[config.mk]
export PLATFORM = sky130hd
export DESIGN_NAME = grid_neighbor_mine_count
export DESIGN_NICKNAME = d
export VERILOG_FILES = /design/src/hdl/gnmc_pkg.sv /design/src/hdl/gnmc_cfg.sv /design/src/hdl/gnmc_col_cell.sv /design/src/hdl/grid_neighbor_mine_count.sv
export SDC_FILE = /design/constraint.sdc
export NUM_CORES = 1
export LEC_CHECK = 0
export BUFFER_PORTS_ARGS = -buffer_cell sky130_fd_sc_hd__buf_4
export CELL_PAD_IN_SITES_DETAIL_PLACEMENT = 1
export CELL_PAD_IN_SITES_GLOBAL_PLACEMENT = 1
export CORE_UTILIZATION = 41
export CTS_CLUSTER_SIZE = 20
export DETAILED_ROUTE_END_ITERATION = 10
export HOLD_SLACK_MARGIN = 0.12
export MAX_ROUTING_LAYER = met4
export PLACE_DENSITY = 0.82
export SKIP_CTS_REPAIR_TIMING = 1
export SLEW_MARGIN = 20
export SYNTH_ARGS = -nofsm -noshare
export SYNTH_HDL_FRONTEND = slang
export SYNTH_HIERARCHICAL = 1
export SYNTH_SLANG_ARGS = --single-unit
[constraint.sdc]
create_clock -name clk -period 6.78 [get_ports clk]
set_input_delay 0.339 -clock clk [delete_from_list [all_inputs] [get_ports clk]]
set_output_delay 0.339 -clock clk [all_outputs]
set_load 0.05 [all_outputs]
[src/hdl/gnmc_pkg.sv]
`default_nettype none
// ----------------------------------------------------------------------------
// gnmc_pkg: shared constants and types
// Widths, character codes, register indexes and the structs that travel
// between the configuration block, the column cells and the top level.
// ----------------------------------------------------------------------------
package gnmc_pkg;

	localparam int MAX_COLS = 32;
	localparam int COL_W    = $clog2(MAX_COLS);
	localparam int ROW_W    = 8;
	localparam int CHAR_W   = 8;
	localparam int CCNT_W   = 6;
	localparam int CNT_W    = 4;
	localparam int SLOTS    = 4;
	localparam int SLOT_W   = 2;
	localparam int DIST_W   = 2;
	localparam int AVAIL_W  = $clog2(3 * MAX_COLS + 3);
	localparam int DATA_W   = 32;
	localparam int ADDR_W   = 3;

	localparam logic [CHAR_W-1:0] MINE_CHAR = 8'd42;
	localparam logic [CHAR_W-1:0] ZERO_CHAR = 8'd48;

	localparam logic [ROW_W-1:0]  ROW_COUNT_RST = 8'd5;
	localparam logic [CCNT_W-1:0] COL_COUNT_RST = 6'd5;
	localparam logic [ROW_W-1:0]  ROW_MIN       = 8'd3;
	localparam logic [CCNT_W-1:0] COL_MIN       = 6'd3;
	localparam logic [CCNT_W-1:0] COL_LIMIT     = CCNT_W'(MAX_COLS - 1);

	// register index, taken from paddr[2]
	localparam logic REG_ROW_COUNT = 1'b0;
	localparam logic REG_COL_COUNT = 1'b1;

	// input row may run at most this many rows ahead of the result row
	localparam logic [DIST_W-1:0] DIST_FULL = 2'd3;

	typedef struct packed {
		logic [ROW_W-1:0] rows;
		logic [COL_W-1:0] cols;
		logic             restart;
	} gnmc_cfg_t;

	typedef struct packed {
		logic [SLOT_W-1:0] slot;
		logic              mine;
	} gnmc_wr_t;

	typedef struct packed {
		logic [SLOT_W-1:0] slot;
		logic              up_ok;
		logic              dn_ok;
	} gnmc_view_t;

	typedef struct packed {
		logic             mine;
		logic [CNT_W-1:0] count;
	} gnmc_cnt_t;

endpackage
`default_nettype wire

[src/hdl/gnmc_cfg.sv]
`default_nettype none
// ----------------------------------------------------------------------------
// gnmc_cfg: configuration registers
// APB-style row_count / col_count registers, readback, the clamped grid
// size and a restart pulse on every write.
// ----------------------------------------------------------------------------
module gnmc_cfg import gnmc_pkg::*; (
	input  logic              clk,
	input  logic              arst_n,
	input  logic              psel,
	input  logic              penable,
	input  logic              pwrite,
	input  logic [ADDR_W-1:0] paddr,
	input  logic [DATA_W-1:0] pwdata,
	output logic [DATA_W-1:0] prdata,
	output logic              pready,
	output gnmc_cfg_t         cfg
);

	logic [ROW_W-1:0]  row_count_q;
	logic [CCNT_W-1:0] col_count_q;
	logic              wr_en;

	assign pready = 1'b1;
	assign wr_en  = psel & penable & pwrite;

	always_ff @(posedge clk or negedge arst_n) begin
		if (!arst_n) begin
			row_count_q <= ROW_COUNT_RST;
			col_count_q <= COL_COUNT_RST;
		end else if (wr_en) begin
			case (paddr[2])
				REG_ROW_COUNT: row_count_q <= pwdata[ROW_W-1:0];
				REG_COL_COUNT: col_count_q <= pwdata[CCNT_W-1:0];
				default: ;
			endcase
		end
	end

	always_comb begin
		prdata = '0;
		if (paddr[1:0] == 2'd0) begin
			case (paddr[2])
				REG_ROW_COUNT: prdata = DATA_W'(row_count_q);
				REG_COL_COUNT: prdata = DATA_W'(col_count_q);
				default:       prdata = '0;
			endcase
		end
	end

	always_comb begin
		cfg.restart = wr_en;
		cfg.rows    = (row_count_q < ROW_MIN) ? ROW_MIN : row_count_q;
		if (col_count_q < COL_MIN) begin
			cfg.cols = COL_W'(COL_MIN);
		end else if (col_count_q > COL_LIMIT) begin
			cfg.cols = COL_W'(COL_LIMIT);
		end else begin
			cfg.cols = COL_W'(col_count_q);
		end
	end

endmodule
`default_nettype wire

[src/hdl/gnmc_col_cell.sv]
`default_nettype none
// ----------------------------------------------------------------------------
// gnmc_col_cell: one grid column
// Holds the mine bits of one column for four rolling rows, hands its
// vertical slice to both neighbors and forms the 3x3 count for its column.
// ----------------------------------------------------------------------------
module gnmc_col_cell import gnmc_pkg::*; (
	input  logic       clk,
	input  logic       arst_n,
	input  logic       clr,
	input  logic       wr_en,
	input  gnmc_wr_t   wr,
	input  gnmc_view_t view,
	input  logic [2:0] left_vert,
	input  logic [2:0] right_vert,
	input  logic       right_ok,
	output logic [2:0] vert,
	output gnmc_cnt_t  res
);

	logic [SLOTS-1:0] bits_q;
	logic             up;
	logic             mid;
	logic             dn;
	logic [2:0]       rv;

	always_ff @(posedge clk or negedge arst_n) begin
		if (!arst_n) begin
			bits_q <= '0;
		end else if (clr) begin
			bits_q <= '0;
		end else if (wr_en) begin
			bits_q[wr.slot] <= wr.mine;
		end
	end

	always_comb begin
		up   = bits_q[view.slot - SLOT_W'(1)] & view.up_ok;
		mid  = bits_q[view.slot];
		dn   = bits_q[view.slot + SLOT_W'(1)] & view.dn_ok;
		vert = {up, mid, dn};
		// drop the right neighbor past the last grid column
		rv   = right_ok ? right_vert : 3'b000;
		res.mine  = mid;
		res.count = CNT_W'(up) + CNT_W'(dn)
			+ CNT_W'(left_vert[0]) + CNT_W'(left_vert[1]) + CNT_W'(left_vert[2])
			+ CNT_W'(rv[0]) + CNT_W'(rv[1]) + CNT_W'(rv[2]);
	end

endmodule
`default_nettype wire

[src/hdl/grid_neighbor_mine_count.sv]
`default_nettype none
// ----------------------------------------------------------------------------
// grid_neighbor_mine_count: streaming 3x3 mine counter
// Raster cells in, one count character per cell out, with row, frame and
// run marks.
// ----------------------------------------------------------------------------
// Usage:
//   Cell beats (cell_valid/cell_ready, cell_char) arrive in raster order.
//   Result beats (res_valid/res_ready) carry out_char, row_end, frame_end
//   and run_last in raster order of the grid.
//   Throughput: one cell beat and one result beat per cycle while neither
//   channel stalls, set by the row of column cells that forms one 3x3
//   count per cycle. A result is registered after the cell beat that
//   completes its lower-right neighbor is accepted. The last cell of a frame
//   releases the clamped col_count + 2 results, which leave at one per
//   cycle unless res_ready stalls, while the next frame's first row comes in.
//   Mine bits sit in four rolling rows; cell_ready drops while the input
//   is three rows ahead of the result being formed, so a receiver that
//   stalls res_ready stops the input once it is three rows ahead.
//   Reset, and any configuration write, clears all positions, the mine
//   rows and the result valid flag; row_count and col_count reset to 5.
// ----------------------------------------------------------------------------
module grid_neighbor_mine_count import gnmc_pkg::*; (
	input  logic              clk,
	input  logic              arst_n,
	input  logic              psel,
	input  logic              penable,
	input  logic              pwrite,
	input  logic [ADDR_W-1:0] paddr,
	input  logic [DATA_W-1:0] pwdata,
	output logic [DATA_W-1:0] prdata,
	output logic              pready,
	input  logic              cell_valid,
	output logic              cell_ready,
	input  logic [CHAR_W-1:0] cell_char,
	output logic              res_valid,
	input  logic              res_ready,
	output logic [CHAR_W-1:0] out_char,
	output logic              row_end,
	output logic              frame_end,
	output logic              run_last
);

	gnmc_cfg_t cfg;

	logic [ROW_W-1:0]   in_row_q;
	logic [COL_W-1:0]   in_col_q;
	logic [SLOT_W-1:0]  islot_q;
	logic [ROW_W-1:0]   o_row_q;
	logic [COL_W-1:0]   o_col_q;
	logic [SLOT_W-1:0]  gslot_q;
	logic [AVAIL_W-1:0] avail_q;
	logic [DIST_W-1:0]  dist_q;
	logic               res_valid_q;
	logic [CHAR_W-1:0]  out_char_q;
	logic               row_end_q;
	logic               frame_end_q;
	logic               run_last_q;

	logic               in_fire;
	logic               gen_go;
	logic               in_last_col;
	logic               in_last_row;
	logic               o_last_col;
	logic               o_last_row;
	logic [AVAIL_W-1:0] rel;
	gnmc_wr_t           wr;
	gnmc_view_t         view;
	gnmc_cnt_t          sel;

	logic [2:0]         vert    [MAX_COLS];
	gnmc_cnt_t          res_arr [MAX_COLS];

	gnmc_cfg u_cfg (
		.clk     (clk),
		.arst_n  (arst_n),
		.psel    (psel),
		.penable (penable),
		.pwrite  (pwrite),
		.paddr   (paddr),
		.pwdata  (pwdata),
		.prdata  (prdata),
		.pready  (pready),
		.cfg     (cfg)
	);

	assign cell_ready  = (dist_q != DIST_FULL);
	assign in_fire     = cell_valid & cell_ready;
	assign gen_go      = (avail_q != '0) & (~res_valid_q | res_ready);
	assign in_last_col = (in_col_q == cfg.cols - COL_W'(1));
	assign in_last_row = (in_row_q == cfg.rows - ROW_W'(1));
	assign o_last_col  = (o_col_q == cfg.cols - COL_W'(1));
	assign o_last_row  = (o_row_q == cfg.rows - ROW_W'(1));

	// results released by the current cell beat
	always_comb begin
		rel = '0;
		if (in_row_q != '0 && in_col_q != '0) begin
			if (!in_last_col) begin
				rel = AVAIL_W'(1);
			end else if (in_last_row) begin
				rel = AVAIL_W'(cfg.cols) + AVAIL_W'(2);
			end else begin
				rel = AVAIL_W'(2);
			end
		end
	end

	assign wr.slot    = islot_q;
	assign wr.mine    = (cell_char == MINE_CHAR);
	assign view.slot  = gslot_q;
	assign view.up_ok = (o_row_q != '0);
	assign view.dn_ok = ~o_last_row;

	for (genvar j = 0; j < MAX_COLS; j++) begin : g_col
		logic [2:0] lv;
		logic [2:0] rvin;
		logic       rok;
		if (j == 0) begin : g_first
			assign lv = 3'b000;
		end else begin : g_mid
			assign lv = vert[j-1];
		end
		if (j == MAX_COLS - 1) begin : g_last
			assign rvin = 3'b000;
		end else begin : g_inner
			assign rvin = vert[j+1];
		end
		assign rok = ((COL_W+1)'(j + 1) < {1'b0, cfg.cols});

		gnmc_col_cell u_cell (
			.clk        (clk),
			.arst_n     (arst_n),
			.clr        (cfg.restart),
			.wr_en      (in_fire && (in_col_q == COL_W'(j))),
			.wr         (wr),
			.view       (view),
			.left_vert  (lv),
			.right_vert (rvin),
			.right_ok   (rok),
			.vert       (vert[j]),
			.res        (res_arr[j])
		);
	end

	assign sel = res_arr[o_col_q];

	always_ff @(posedge clk or negedge arst_n) begin
		if (!arst_n) begin
			in_row_q    <= '0;
			in_col_q    <= '0;
			islot_q     <= '0;
			o_row_q     <= '0;
			o_col_q     <= '0;
			gslot_q     <= '0;
			avail_q     <= '0;
			dist_q      <= '0;
			res_valid_q <= 1'b0;
		end else if (cfg.restart) begin
			in_row_q    <= '0;
			in_col_q    <= '0;
			islot_q     <= '0;
			o_row_q     <= '0;
			o_col_q     <= '0;
			gslot_q     <= '0;
			avail_q     <= '0;
			dist_q      <= '0;
			res_valid_q <= 1'b0;
		end else begin
			if (in_fire) begin
				if (in_last_col) begin
					in_col_q <= '0;
					islot_q  <= islot_q + SLOT_W'(1);
					in_row_q <= in_last_row ? '0 : in_row_q + ROW_W'(1);
				end else begin
					in_col_q <= in_col_q + COL_W'(1);
				end
			end
			if (gen_go) begin
				if (o_last_col) begin
					o_col_q <= '0;
					gslot_q <= gslot_q + SLOT_W'(1);
					o_row_q <= o_last_row ? '0 : o_row_q + ROW_W'(1);
				end else begin
					o_col_q <= o_col_q + COL_W'(1);
				end
			end
			avail_q <= avail_q + (in_fire ? rel : '0) - AVAIL_W'(gen_go);
			dist_q  <= dist_q + DIST_W'(in_fire & in_last_col)
				- DIST_W'(gen_go & o_last_col);
			if (gen_go) begin
				res_valid_q <= 1'b1;
			end else if (res_ready) begin
				res_valid_q <= 1'b0;
			end
		end
	end

	// result register, loaded when a new beat is formed
	always_ff @(posedge clk) begin
		if (gen_go) begin
			out_char_q  <= sel.mine ? MINE_CHAR : ZERO_CHAR + CHAR_W'(sel.count);
			row_end_q   <= o_last_col;
			frame_end_q <= o_last_col & o_last_row;
			// hold the mark where the same cell beat releases the next result too
			run_last_q  <= ~((o_col_q == cfg.cols - COL_W'(2))
				| ((o_row_q == cfg.rows - ROW_W'(2)) & o_last_col)
				| (o_last_row & ~o_last_col));
		end
	end

	assign res_valid = res_valid_q;
	assign out_char  = out_char_q;
	assign row_end   = row_end_q;
	assign frame_end = frame_end_q;
	assign run_last  = run_last_q;

endmodule
`default_nettype wire

==> results of run 1 <==
critical path: stages (launching register included):
cell,delay (ns)
sky130_fd_sc_hd__dfrtp_1,0.39
sky130_fd_sc_hd__or4_4,0.58
sky130_fd_sc_hd__o21bai_4,0.18
sky130_fd_sc_hd__inv_1,0.07
sky130_fd_sc_hd__ha_2,0.31
sky130_fd_sc_hd__xnor2_1,0.14
sky130_fd_sc_hd__nor2_1,0.14
sky130_fd_sc_hd__nand3_2,0.11
sky130_fd_sc_hd__nor4_4,0.36
sky130_fd_sc_hd__clkinvlp_4,0.16
sky130_fd_sc_hd__buf_8,0.16
sky130_fd_sc_hd__buf_12,0.15
sky130_fd_sc_hd__and2_4,0.18
sky130_fd_sc_hd__fa_1,0.54
sky130_fd_sc_hd__inv_2,0.06
sky130_fd_sc_hd__fa_1,0.50
sky130_fd_sc_hd__fa_1,0.42
sky130_fd_sc_hd__inv_1,0.09
sky130_fd_sc_hd__ha_2,0.21
sky130_fd_sc_hd__inv_2,0.04
sky130_fd_sc_hd__fa_1,0.50
sky130_fd_sc_hd__inv_1,0.06
sky130_fd_sc_hd__mux4_2,0.49
sky130_fd_sc_hd__mux4_2,0.54
sky130_fd_sc_hd__a21oi_2,0.17
sky130_fd_sc_hd__nand2_1,0.07
synthesized netlist by cell type (all sizes together), types with 4 or more instances:
cell    number
nor2        72
xnor2       55
o21ai       21
mux2i      140
or4          4
inv        277
dfrtp      178
xor2        26
fa         129
nand2      167
conb         4
a22o        13
nor2b       54
clkbuf      35
nor3b       34
edfxtp       8
or2          7
buf        173
mux2        16
a21o         4
o21bai       4
nand3b      67
a21oi       55
and2        69
o31ai        7
nor3        15
dfstp        4
nor4         8
a211oi       8
ha         130
nand2b     164
or3          6
nand3       47
and3        18
mux4       144
worst paths after layout:
kind / endpoint / cells past startpoint / slack [ns]
setup / recovery: out_char[1] / 25 / -0.12
min in group asynchronous: g_col[10].u_cell/bits_q[3] / 2 / 0.41
hold reg to reg: res_valid / 2 / 0.55
max in group asynchronous: islot_q[1] / 3 / 5.04
hold / removal: u_cfg/row_count_q[6] / 3 / 0.30
setup reg to reg: out_char[1] / 25 / -0.12
per-stage QoR:
stage,util (%),power [mW],setup slack (ns)
5_1_grt,43.8,4.74,-0.257
6_report,43.8,4.51,-0.118
3_3_place_gp,42.1,3.27,0.0200
3_5_place_dp,42.1,3.37,-0.233
2_1_floorplan,-,2.77,-0.130
4_1_cts,43.3,4.48,-0.253
power groups by stage:
stage | sequential, mW | clock, mW | combinational (mW)
6_report | 1.47 | 1.10 | 1.94
5_1_grt | 1.49 | 1.15 | 2.10
4_1_cts | 1.46 | 1.12 | 1.90
2_1_floorplan | 1.49 | 0 | 1.28
3_5_place_dp | 1.48 | 0 | 1.89
3_3_place_gp | 1.47 | 0 | 1.80
logic make-up after synthesis:
logic type	synth area share, %
buffers and inverters	11.0
AOI/OAI and AO/OA	4.04
muxes	22.2
DFF	21.6
and+or+nand+nor	18.8
xor gates and xnor gates	3.39
adders and majority gates	18.9
other	0.0675
area by class of cell:
class	count	area (um2)	share of cell area, %
clock inverters	12	154	0.654
well taps	696	871	3.70
inverters	277	1040	4.44
clock buffers	20	447	1.90
repair buffers	92	860	3.65
multi-input cells	1563	15300	65.2
flip-flops and latches	190	4820	20.5
routing by layer:
layer	part of all wire (%)	routed length [um]	global-route usage, %	vias to the layer above
met5	0	0	-	-
met4	3.2	2060	9.29	0
met3	4.5	2880	4.23	126
met2	51	33000	41.2	426
met1	41	26100	29.0	8649
li1	-	-	-	7205
sequential cells by signal, indices dropped and copies added (netlist names), 5 cells and up:
register / flops
g_col.u_cell/bits_q: 128
out_char: 5
u_cfg/row_count_q: 8
in_row_q: 8
o_col_q: 5
o_row_q: 8
in_col_q: 5
avail_q: 7
u_cfg/col_count_q: 6
==> results.txt, run 1 <==
Detail-routed net length per standard cell: 22.5 um
Area Growth Syn to Fin: 5.74%
Antenna violations before repair: 0
Starting Density: 41.4%
Worst clock skew on the final layout: 0.0119 ns
Worst slack on hold paths: 0.297 ns
Switching power summed over all nets: 1.95 mW
Clock tree root driver cell: sky130_fd_sc_hd__clkbuf_16
Post-detailed-route DRC marker count: 0
Vias per std cell: 5.76
Share of power burned in the clock network: 24.3%
Gr ovfl total: 0
Library cells used by synthesis: 73
Synthesis Warnings: 6
Antenna Diode Count: 0
Clock tree from TritonCTS: yes
Worst Min Path Start: penable
FF+latch count, synth: 190
Leading area contributor after synthesis: sky130_fd_sc_hd__dfrtp_1
Switching share of power: 43.2%
Fmax: 145 MHz
Clock sink count: 190
Final sum of negative setup slack: -0.151 ns
Netlist Area Pre-Place: 22200 um2
Clock period minus worst slack: 6.90 ns
Quantity of I/O buffers inserted on ports: 43
Number of placement rows: 85
Maximum fanout encountered on the critical timing path: 11
Routed vias: 16.4k
HP Class: primary input to flip-flop
P_leak: 10.7 nW
Predominant post-synthesis flop cell: sky130_fd_sc_hd__dfrtp_1
Part of the Yosys area used for sequential elements: 21.6%
Power density cells: 192 nW/um2
Max-Slew Margin vs Limit: 13.1%
Total internal power: 2.56 mW
Violations in the final reports: setup timing
Final Cell Area: 23500 um2
Worst-case setup margin in the final layout: -0.118 ns
Number of inserted filler cells in the final layout: 5900
Unrepaired setup endpoints after global routing: yes
Clock-pin slew reported for the worst setup and hold paths after clock tree synthesis: 0.08 ns
Pre-Repair DR Iteration Count: 7
Placed cell area: 22600 um2
Setup crit start: u_cfg/row_count_q[3]
Iteration-0 DRC Markers: 1082
Cell count after synthesis: 2202
Logic gate share of total power: 43.1%
Largest net degree at the start of global routing: 138
First-pass GRT wire length: 102000 um
Final estimated routing congestion in global placement: 0.912
Detailed placer's ending HPWL: 46500 um
Final-report hold violation count: 0
Die ar.: 55200 um2
Outcome: finished with violations
Count of nets left with antenna violations after detail routing: 0
Final period utilization: 102%
# IOs: 96
Total number of H-tree levels: 4
Arrival time of the worst setup path: 7.15 ns
Fraction of layout cells with a size suffix above 1: 15.8%
Critical Path Source Type: flip-flop
Worst Setup Path Type: flip-flop to flip-flop
Number of cells in the finished layout apart from fillers: 2850
Most frequent cells in the layout: 258 x sky130_fd_sc_hd__inv_1, 172 x sky130_fd_sc_hd__dfrtp_1, 167 x sky130_fd_sc_hd__nand2_1
Clock buffer count from CTS: 17
Post-synth ARST share: 95.8%
Vias in the first global route: 18.4k
Post-synth EDFFs: 8
Overall routing resource usage: 24.4%
Max clock buf depth: 2
Slew of the pin with the lowest slew margin: 1.29 ns
Most common library cell in the layout ignoring fill and taps: sky130_fd_sc_hd__inv_1
Worst flop-to-flop path startpoint: u_cfg/row_count_q[3]
Share of total power in sequential cells: 32.5%
Core area: 53700 um2
Count of pins over their slew limit: 0
Height of the chip: 235 um
Count of placed standard cells including taps: 2800
Final net count: 2450
Portion of synthesized cell area occupied by the leading cell type: 20.0%
Die Wd: 235 um
Clock insertion delay at the later pin of the skew report: 0.52 ns
MaxCap Viol Count: 0
Category of the worst setup path capture point: flip-flop
Synth area leaders: sky130_fd_sc_hd__dfrtp_1 20%, sky130_fd_sc_hd__fa_1 12%, sky130_fd_sc_hd__mux4_2 11%, sky130_fd_sc_hd__ha_1 7.3%, sky130_fd_sc_hd__mux2i_1 6.3%
Required time of the critical path: 7.03 ns
Post-Synthesis Mean Instance Area: 10.1 um2
Number of setup violations in the final report: 2
Routed wire length: 64000 um
VDD IR-drop max: 0.208 mV
Power figures use the tool's default switching activity.
==> run 2, diff against run 1 <==
- CELL_PAD_IN_SITES_DETAIL_PLACEMENT: 1 -> default
- CELL_PAD_IN_SITES_GLOBAL_PLACEMENT: 1 -> default
- GPL_ROUTABILITY_DRIVEN: default -> 0
- GPL_TIMING_DRIVEN: default -> 1
- PLACE_DENSITY: 0.82 -> 0.7
==> results.txt, run 2 (synthesis gave the netlist of run 1 again) <==
Outcome: complete, no violations
MaxCap Viol Count: 0 (unchanged)
Most frequent cells in the layout: 260 x sky130_fd_sc_hd__inv_1, 172 x sky130_fd_sc_hd__dfrtp_1, 167 x sky130_fd_sc_hd__nand2_1
R2R Path End: out_char[1]
Count of pins over their slew limit: 0 (unchanged)
Clock period minus worst slack: 6.73 ns (-0.164 ns)
P_leak: 10.6 nW (-0.84%)
Slew of the pin with the lowest slew margin: 1.10 ns (-0.195 ns)
Count of nets left with antenna violations after detail routing: 0 (unchanged)
Die Wd: 235 um (unchanged)
Required time of the critical path: 7.00 ns (-0.03 ns)
Overall routing resource usage: 20.7% (-3.7 points)
Number of flip-flops in the largest register: 128 (unchanged)
FF-to-FF path depth: 24 (-4.0%)
Pwr Total: 4.34 mW (-3.6%)
Clock tree from TritonCTS: yes
Most common library cell in the layout ignoring fill and taps: sky130_fd_sc_hd__inv_1
Arrival time of the worst setup path: 6.96 ns (-0.19 ns)
Antenna Diode Count: 0 (unchanged)
Critical Path Source Type: flip-flop
Final net count: 2438 (-0.49%)
Number of setup violations in the final report: 0 (-2)
Area Growth Syn to Fin: 4.80%
Gr ovfl total: 0 (unchanged)
Logic gate share of total power: 43.1% (about the same)
Core area: 53700 um2 (unchanged)
Number of cells in the finished layout apart from fillers: 2838 (-0.42%)
Worst Setup Path Type: flip-flop to flip-flop
Post-detailed-route DRC marker count: 0 (unchanged)
# IOs: 96 (unchanged)
Biggest register: g_col.u_cell/bits_q
Vias per std cell: 5.54 (-3.8%)
Clock tree root driver cell: sky130_fd_sc_hd__clkbuf_16
Detailed placer's ending HPWL: 39400 um (-15%)
Worst setup slack before clock tree synthesis: -0.0354 ns (+0.198 ns)
Share of power burned in the clock network: 24.4% (about the same)
Vias in the first global route: 16.3k (-11%)
Routed vias: 15.7k (-4.2%)
Worst clock skew on the final layout: 0.0166 ns (+0.00471 ns)
Power density cells: 186 nW/um2 (-2.7%)
Pre-Repair DR Iteration Count: 5 (-2)
Clock insertion delay at the later pin of the skew report: 0.50 ns (-0.02 ns)
VDD IR-drop max: 0.217 mV (+4.3%)
Worst-case setup margin in the final layout: 0.0453 ns (+0.164 ns)
Final-report hold violation count: 0 (unchanged)
Critical path cell sequence: or4_4, o21bai_4, inv_2, ha_4, and2b_2, xnor3_1, nand3_2, nor4_4, clkinvlp_4, buf_12, and2_1, fa_1, inv_1, fa_1, fa_1, inv_1, ha_1, inv_1, fa_1, inv_1, mux4_2, mux4_2, a21oi_2, nand2_1
Clock-pin slew reported for the worst setup and hold paths after clock tree synthesis: 0.08 ns (about the same)
Maximum fanout encountered on the critical timing path: 34 (+23)
Hold Path Stages: 4 (+1)
R2R setup slack: 0.05 ns (+0.16 ns)
Worst flop-to-flop path startpoint: u_cfg/row_count_q[3]
Quantity of I/O buffers inserted on ports: 43 (unchanged)
Total internal power: 2.52 mW (-1.6%)
Unrepaired setup endpoints after global routing: yes
Number of placement rows: 85 (unchanged)
Clock sink count: 190 (unchanged)
Share of the core filled with cells in the final layout: 43.4% (-0.39 points)
Iteration-0 DRC Markers: 1163 (+7.5%)
Final period utilization: 99.3% (-2.4 points)
Count of placed standard cells including taps: 2796 (-0.14%)
Height of the chip: 235 um (unchanged)
Slowest-stage cell, CP: sky130_fd_sc_hd__or4_4
Total number of H-tree levels: 4 (unchanged)
Max-Slew Margin vs Limit: 27.0% (+14 points)
Switching power summed over all nets: 1.83 mW (-6.2%)
Switching share of power: 42.1% (-1.2 points)
Fraction of layout cells with a size suffix above 1: 15.0% (-0.80 points)
Detail-routed net length per standard cell: 18.7 um (-17%)
Share of total power in sequential cells: 32.5% (about the same)
Die ar.: 55200 um2 (unchanged)
Antenna violations before repair: 0 (unchanged)
Category of the worst setup path capture point: flip-flop
HP Class: primary input to flip-flop
Worst min-delay path endpoint: res_valid
Worst Min Path Start: res_ready
Starting Density: 41.4% (unchanged)
First-pass GRT wire length: 87300 um (-15%)
Number of inserted filler cells in the final layout: 4898 (-17%)
Max incr delay on CP: 0.56 ns (-0.02 ns)
Max clock buf depth: 2 (unchanged)
Routed wire length: 53000 um (-17%)
Fmax: 148 MHz (+2.4%)
Clock buffer count from CTS: 17 (unchanged)
Largest net degree at the start of global routing: 121 (-12%)
[run 2: cell types whose count changed in the layout (fill, tap and decap cells not counted), moves of 2 or more]
cell / previous run / this run
sky130_fd_sc_hd__inv_6: 1 / 4
sky130_fd_sc_hd__clkinv_2: 0 / 3
sky130_fd_sc_hd__clkinv_4: 5 / 1
sky130_fd_sc_hd__a211oi_2: 3 / 1
sky130_fd_sc_hd__inv_2: 18 / 16
sky130_fd_sc_hd__a211oi_1: 5 / 7
sky130_fd_sc_hd__buf_4: 71 / 65
sky130_fd_sc_hd__ha_2: 20 / 16
sky130_fd_sc_hd__clkbuf_16: 19 / 17
sky130_fd_sc_hd__inv_1: 258 / 260
sky130_fd_sc_hd__ha_1: 109 / 113
sky130_fd_sc_hd__buf_12: 6 / 3
[run 2: final cells by class]
cell class,instances,area (um2),share of cell area (%)
Timing Repair Buffer,80,694,2.98
Clock buffer,18,429,1.84
Sequential cell,190,4820,20.7
Multi-Input combinational cell,1563,15300,65.6
Inverter,277,1040,4.48
Clock inverter,14,156,0.671
Tap cell,696,871,3.73
[run 2: critical path: cells and delay by family, from the launching register on]
kind            cells  cell delay (ns)
xor+xnor            1             0.22
compound gates      2             0.31
flops               1             0.39
fa+ha+maj           6             2.27
mux                 2             1.05
buf+inv             7             0.73
simple gates        6             1.49
[run 2: power groups by stage]
stage	logic, mW	clock network, mW	registers [mW]
6_report	1.87	1.06	1.41
5_1_grt	2.04	1.12	1.43
4_1_cts	1.86	1.09	1.41
3_5_place_dp	1.85	0	1.43
3_3_place_gp	1.79	0	1.43
2_1_floorplan	1.28	0	1.49
[run 2: worst max path at each step]
stage	from	endpoint	slack, ns	cells after the start
detailed placement	u_cfg/row_count_q[3]	out_char[1]	-0.04	24
global placement	u_cfg/row_count_q[3]	out_char[1]	0.06	24
global route	u_cfg/row_count_q[3]	out_char[1]	-0.15	24
CTS	u_cfg/row_count_q[3]	out_char[1]	-0.05	24
floorplan	u_cfg/row_count_q[3]	out_char[1]	-0.13	25
finish	u_cfg/row_count_q[3]	out_char[1]	0.05	24
[run 2: routing by layer]
metal / track usage, % / part of all wire (%) / vias up
met1: 25.3 / 42 / 8041
met3: 4.22 / 5.4 / 87
li1: - / - / 7183
met2: 33.0 / 49 / 399
met5: - / 0 / -
met4: 9.15 / 3.8 / 0
[run 2: through the flow]
step | hold slack [ns] | area, um2 | setup TNS (ns)
floorplan | 0.0434 | 22500 | -0.246
global placement | 0.391 | 22600 | 0
detailed placement | 0.397 | 22600 | -0.0489
CTS | -0.150 | 23200 | -0.0776
global route | 0.120 | 23300 | -0.236
finish | 0.119 | 23300 | 0
